<file path="src/rtl/core/hsps_pkg.sv">
// Package for the Hermite spline point store.
// Holds the transfer structs, operation and status codes and divider constants.
// No dependencies.
package hsps_pkg;

  localparam logic [1:0] OP_ADD   = 2'd0;
  localparam logic [1:0] OP_EVAL  = 2'd1;
  localparam logic [1:0] OP_CLEAR = 2'd2;

  localparam logic [1:0] ST_OK   = 2'd0;
  localparam logic [1:0] ST_FULL = 2'd1;
  localparam logic [1:0] ST_SEG  = 2'd2;
  localparam logic [1:0] ST_ZERO = 2'd3;

  // restoring divider step counts: curve parameter (Q1.20) and tangent ratio
  localparam logic [5:0] SDIV_STEPS = 6'd21;
  localparam logic [5:0] RDIV_STEPS = 6'd36;

  typedef struct packed {
    logic [1:0]         operation;
    logic signed [31:0] point_x;
    logic signed [31:0] point_y;
    logic [31:0]        point_stamp;
    logic [4:0]         segment_number;
    logic [31:0]        segment_offset;
  } hsps_in_t;

  typedef struct packed {
    logic signed [31:0] curve_x;
    logic signed [31:0] curve_y;
    logic [1:0]         status;
  } hsps_out_t;

  typedef struct packed {
    logic        go;
    logic [31:0] divisor;
    logic [31:0] rem;
    logic [35:0] low;
    logic [5:0]  steps;
  } hsps_div_req_t;

endpackage

</file>
<file path="src/rtl/core/hsps_div.sv">
// Bit-serial restoring divider, one quotient bit per cycle.
// Depends on hsps_pkg (hsps_div_req_t).
module hsps_div import hsps_pkg::*; (
  input  logic          clk,
  input  logic          rst,
  input  hsps_div_req_t req,
  output logic          done,
  output logic [35:0]   quot
);

  logic        active;
  logic [5:0]  cnt;
  logic [31:0] rem;
  logic [35:0] low;
  logic [31:0] dv;
  logic [32:0] r2;
  logic [32:0] diff;
  logic        ge;

  assign r2   = {rem, low[35]};
  assign diff = r2 - {1'b0, dv};
  assign ge   = r2 >= {1'b0, dv};

  always_ff @(posedge clk) begin
    if (rst) begin
      active <= 1'b0;
      done   <= 1'b0;
    end else begin
      done <= 1'b0;
      if (req.go) begin
        active <= 1'b1;
        cnt    <= req.steps;
        rem    <= req.rem;
        low    <= req.low;
        dv     <= req.divisor;
        quot   <= '0;
      end else if (active) begin
        rem  <= ge ? diff[31:0] : r2[31:0];
        low  <= {low[34:0], 1'b0};
        quot <= {quot[34:0], ge};
        cnt  <= cnt - 6'd1;
        if (cnt == 6'd1) begin
          active <= 1'b0;
          done   <= 1'b1;
        end
      end
    end
  end

endmodule

</file>
<file path="config.mk">
export PLATFORM = sky130hd
export DESIGN_NAME = hsps_div
export DESIGN_NICKNAME = d
export VERILOG_FILES = /design/src/rtl/core/hsps_pkg.sv /design/src/rtl/core/hsps_div.sv
export SDC_FILE = /design/constraint.sdc
export NUM_CORES = 1
export LEC_CHECK = 0
export ABC_AREA = 1
export BUFFER_PORTS_ARGS = -buffer_cell sky130_fd_sc_hd__buf_2
export CORE_MARGIN = 2
export CORE_UTILIZATION = 45
export DETAILED_ROUTE_END_ITERATION = 12
export GPL_TIMING_DRIVEN = 0
export PLACE_DENSITY = 0.63
export SLEW_MARGIN = 5
export SYNTH_ARGS = -nofsm -noshare
export SYNTH_HDL_FRONTEND = slang
export SYNTH_SLANG_ARGS = --single-unit
</file>
<file path="constraint.sdc">
create_clock -name clk -period 12.6 [get_ports clk]
set_input_delay 0.63 -clock clk [delete_from_list [all_inputs] [get_ports clk]]
set_output_delay 0.63 -clock clk [all_outputs]
set_load 0.005 [all_outputs]
</file>
# == Word-level counts from Yosys, hierarchy flattened ==
# Cells that the tools add are included.
# word_totals
reg_bits,144
in_bits,109
out_inout_bits,37
elab_cells,29
# op_classes
n_reduce_logical,4
order_cmp,1
mux,12
n_bitwise,2
add_sub_neg,2
eq_ne,1
# op_table
op,count
$mux W36,3
$mux W32,3
$ge A33 B32 Y1,1
$sub A32 B32 Y32,1
$mux W6,2
$eq A6 B1 Y1 const B,1
$sub A6 B1 Y6 const B,1
$mux W1,4
$reduce_and A2 Y1,2
$reduce_or A3 Y1,1
$not A1 Y1,2
$reduce_bool A2 Y1,1

# == Longest topological paths before layout ==
# logic_depth
depth_word,4
mapped_depth,17
ltp_nobuf,16

# == Worst setup path before layout ==
# OpenSTA, ideal clock, no wires.
# synth_path
kind,input port to flip-flop
startpoint,input port req[106] in the netlist's numbering
endpoint,register cnt[0] (enable)
arrival_ns,6.251
t_required_ns,11.982
slack_ns,5.731
cell_stages,3
path_cell_list,clkbuf_1 inv_2 a21oi_1
# synth_via
elab_chain_cells,2
# synth_lines
item,line,rtl
from (decl),hsps_div.sv:6,"input hsps_div_req_t req,"
$reduce_bool A2 Y1 (no source line),-,
$reduce_and A2 Y1 (no source line),-,
to (signal assigned),hsps_div.sv:32,cnt <= req.steps;
to (signal assigned),hsps_div.sv:41,cnt <= cnt - 6'd1;
to (decl),hsps_div.sv:12,logic [5:0] cnt;
# No other way between the ends.
# A chain may end at the register's enable or synchronous reset.

# == Worst setup path after layout ==
# layout_path
startpoint,register low[35]
endpoint,"register rem[28], data pin"
# layout_via
elab_chain_cells,4
word_cells_on_any_way,5
classes_between,1 x add/sub; 1 x order compare; 3 x mux
# layout_lines
item,line,rtl
from (decl),hsps_div.sv:14,logic [35:0] low;
from (signal assigned),hsps_div.sv:34,low <= req.low;
from (signal assigned),hsps_div.sv:39,"low <= {low[34:0], 1'b0};"
$sub A32 B32 Y32 / $ge A33 B32 Y1 (equally long branches),"hsps_div.sv:21, hsps_div.sv:22",
$mux W32 *,hsps_div.sv:38,rem <= ge ? diff[31:0] : r2[31:0];
$mux W32 *,hsps_div.sv:37,end else if (active) begin
$mux W32 *,hsps_div.sv:30,if (req.go) begin
to (signal assigned),hsps_div.sv:33,rem <= req.rem;
to (signal assigned),hsps_div.sv:38,
to (decl),hsps_div.sv:13,logic [31:0] rem;
# Every way passes the cells marked *; elsewhere a longest branch is shown, timed or not. The select of a mux whose other input is x is not followed.

==> impl_metrics.yaml <==
placed_design:
  dp_hpwl_um: 17640
  place.gp.congestion: 0.9530
  dp_slack_ns: 9.961
  portBuffers: 144
logic_synthesis:
  synth_nets: 1266
  synth-warning-count: 0
  synthesis.area_um2: 8733
  synth_cell_type_count: 30
  seq_area_frac_synth_pct: 49.28
  ys_ff_latch: 144
  syn-instance-count: 1122
  postSynthAreaPerCell_um2: 7.784
clock_tree:
  cts_setup_buffers: 0
  cts_tree: "yes"
  clk_latency_ns: 0.43
  cts.htree.levels: 4
  clock_sinks: 144
  cts_buffer_depth: 2
  cts_resized: 0
  cts_hold_buffers: 0
  numCtsBuffers: 17
  clk_pin_slew_ns: 0.07
  root_buffer: "clkbuf_16"
run_status:
  status: "completed"
timing:
  final_hold_viol_count: 0
  final_max_slew_viol_count: 0
  fin_ws_ns: 10.02
  relSlewSlack_pct: 48.94
  fmax_mhz: 388.1
  finalCriticalPeriod_ns: 2.577
  min_period_over_period_pct: 20.45
  fin_tns_setup_ns: 0
  tightest_slew_ns: 0.7642
  grt_setup_unrepaired: "no"
  finalClockSkew_ns: 0.01381
  finalSetupViolCount: 0
setup_path:
  timing.rr.end: "rem[28]"
  worstSetupPathType: "reg -> reg"
  critical_path_arrival_ns: 2.76
  r2r_setup_slack_ns: 10.02
  cp-start-kind: "flip-flop"
  cp_max_fo: 4
  rr_worst_depth: 16
  rr_startpoint: "low[35]"
  worstPathRequired_ns: 12.78
  end_kind: "flip-flop"
floorplan:
  die_w_um: 143.3
  dieArea_um2: 20540
  core_um2: 18890
  initial_core_util_pct: 46.23
  die_y_um: 143.3
  rows: 50
  pin_count: 146
finish:
  layout_commonest_cell: "nand2_1"
  final_nets: 1435
  areaGrowthSynthToFinish_pct: 20.74
  final_util_pct: 55.81
  drive_gt1_share_pct: 16.27
  final_cell_mix: "nand2_1, inv_1, buf_2, edfxtp_1, nor2_1"
route:
  wl_per_cell_um: 14.40
  dr.pass1.iters: 6
  dr_wl_met2_um: 10190
  wl_met3_um: 1430
  route.detailed.drc: 0
  met1_length_um: 10540
  drtIter0Drc: 417
  routed-via-count: 7319
  top_layer: "met5"
  routed_wl_um: 22550
  via_per_inst: 4.674
  ant_nets: 0
pwr:
  total_leakage_power_nw: 5.405
  p_per_area_nw_per_um2: 133.4
  peakVddDrop_v: 0.00008378
grt:
  grt_pass1_wl_um: 35910
  grt_util_all_layers_pct: 22.81
  antenna_found_initial: 4
  first_global_vias: 7201
  grt_max_degree: 22
  gr-total-overflow: 0
worst_hold_path:
  holdPathStages: 1
  hold_path_startpoint: "req[78]"
  hold_end: "dv[4]"
  hold_class: "in -> reg"
job:
  maxCapViolCount: 0
## through the flow
step | instances | power, mW | hold slack, ns | instance area, um2
after floorplan | 1122 | 0.8145 | 0.4209 | 8733
after global placement | 1526 | 0.9070 | 0.4371 | 9779
after detailed placement | 1532 | 0.9130 | 0.4957 | 9963
after CTS | 1563 | 1.415 | 0.3545 | 10540
after global routing | 1564 | 1.482 | 0.3601 | 10540
final | 1566 | 1.406 | 0.3720 | 10550
## cells in the mapped netlist
cell type / count / area share [%]
nand2_1: 456 / 20
inv_1: 200 / 8.6
edfxtp_1: 142 / 49
nor2_1: 86 / 3.7
nand3_1: 67 / 3.8
ha_1: 34 / 4.9
nand3b_1: 25 / 2.1
a21oi_1: 19 / 1.1
clkbuf_1: 17 / 0.73
xnor2_1: 15 / 1.5
nand4_1: 11 / 0.79
nor2_2: 7 / 0.50
o21ai_0: 7 / 0.40
buf_6: 6 / 0.77
nand2_2: 5 / 0.36
buf_2: 3 / 0.17
buf_4: 3 / 0.26
inv_2: 3 / 0.13
and2_1: 2 / 0.14
dfxtp_1: 2 / 0.46
nor3_1: 2 / 0.11
o21a_1: 2 / 0.17
a21o_1: 1 / 0.086
a31oi_1: 1 / 0.072
fa_1: 1 / 0.23
nand3_2: 1 / 0.11
nor4_1: 1 / 0.072
o21bai_1: 1 / 0.086
or2_2: 1 / 0.072
xor2_1: 1 / 0.10
## worst max path at each step
stage	slack, ns	to	startpoint
2_1_floorplan	5.73	cnt[0]	req[106]
3_3_place_gp	3.11	rem[15]	req[106]
3_5_place_dp	9.96	quot[32]	req[106]
4_1_cts	10.01	rem[28]	low[35]
5_1_grt	9.81	rem[28]	low[35]
6_report	10.02	rem[28]	low[35]
## sequential cells by signal, indices dropped and copies added (netlist names)
name and cells:
cnt 6, rem 32, low 36, active 1, quot 36, dv 32, done 1
## routing by layer
metal | vias up | GRT usage [%]
met2 | 174 | 36.87
li1 | 3835 | -
met3 | 27 | 5.998
met1 | 3281 | 30.37
met4 | 2 | 6.605
met5 | - | 0
## power breakdown
part           internal, mW  switching (mW)  total, mW  leakage [nW]
Clock                 0.279           0.224      0.503         0.271
Sequential            0.571          0.0137      0.585          1.38
Combinational         0.120           0.198      0.318          3.75
Total                 0.970           0.436       1.41          5.41
## cells by family (layout without fill, tap and decap cells)
logic type | after synthesis | after routing | share of synthesized area (%)
buffers and inverters | 232 | 413 | 10.66
other | 0 | 3 | 0
xor gates and xnor gates | 16 | 16 | 1.605
and+or+nand+nor | 664 | 664 | 31.45
adders and majority gates | 35 | 35 | 5.100
DFF | 144 | 144 | 49.28
AOI/OAI and AO/OA | 31 | 31 | 1.905
## critical path: stages, from the launching register on
cell      delay, ns
edfxtp_1       0.35
inv_1          0.08
ha_1           0.14
inv_1          0.08
fa_1           0.43
nand3_1        0.11
nand3_1        0.19
nand2_1        0.14
nand2_1        0.15
nand2_1        0.09
nand2_1        0.10
nand2_1        0.14
nand2_1        0.08
nand2_1        0.06
nand3_1        0.06
nand2_1        0.09
nand2_1        0.05
## cell type report
cell class	instances	area (um2)
Clock inverter	14	148.9
Buffer	29	168.9
Sequential cell	144	4304
Clock buffer	17	425.4
Tap cell	260	325.3
Fill cell	1864	8348
Multi-Input combinational cell	746	3517
Inverter	203	762.0
Antenna cell	3	7.507
Timing Repair Buffer	150	885.9
No activity file was read; power rests on OpenSTA's default activity.
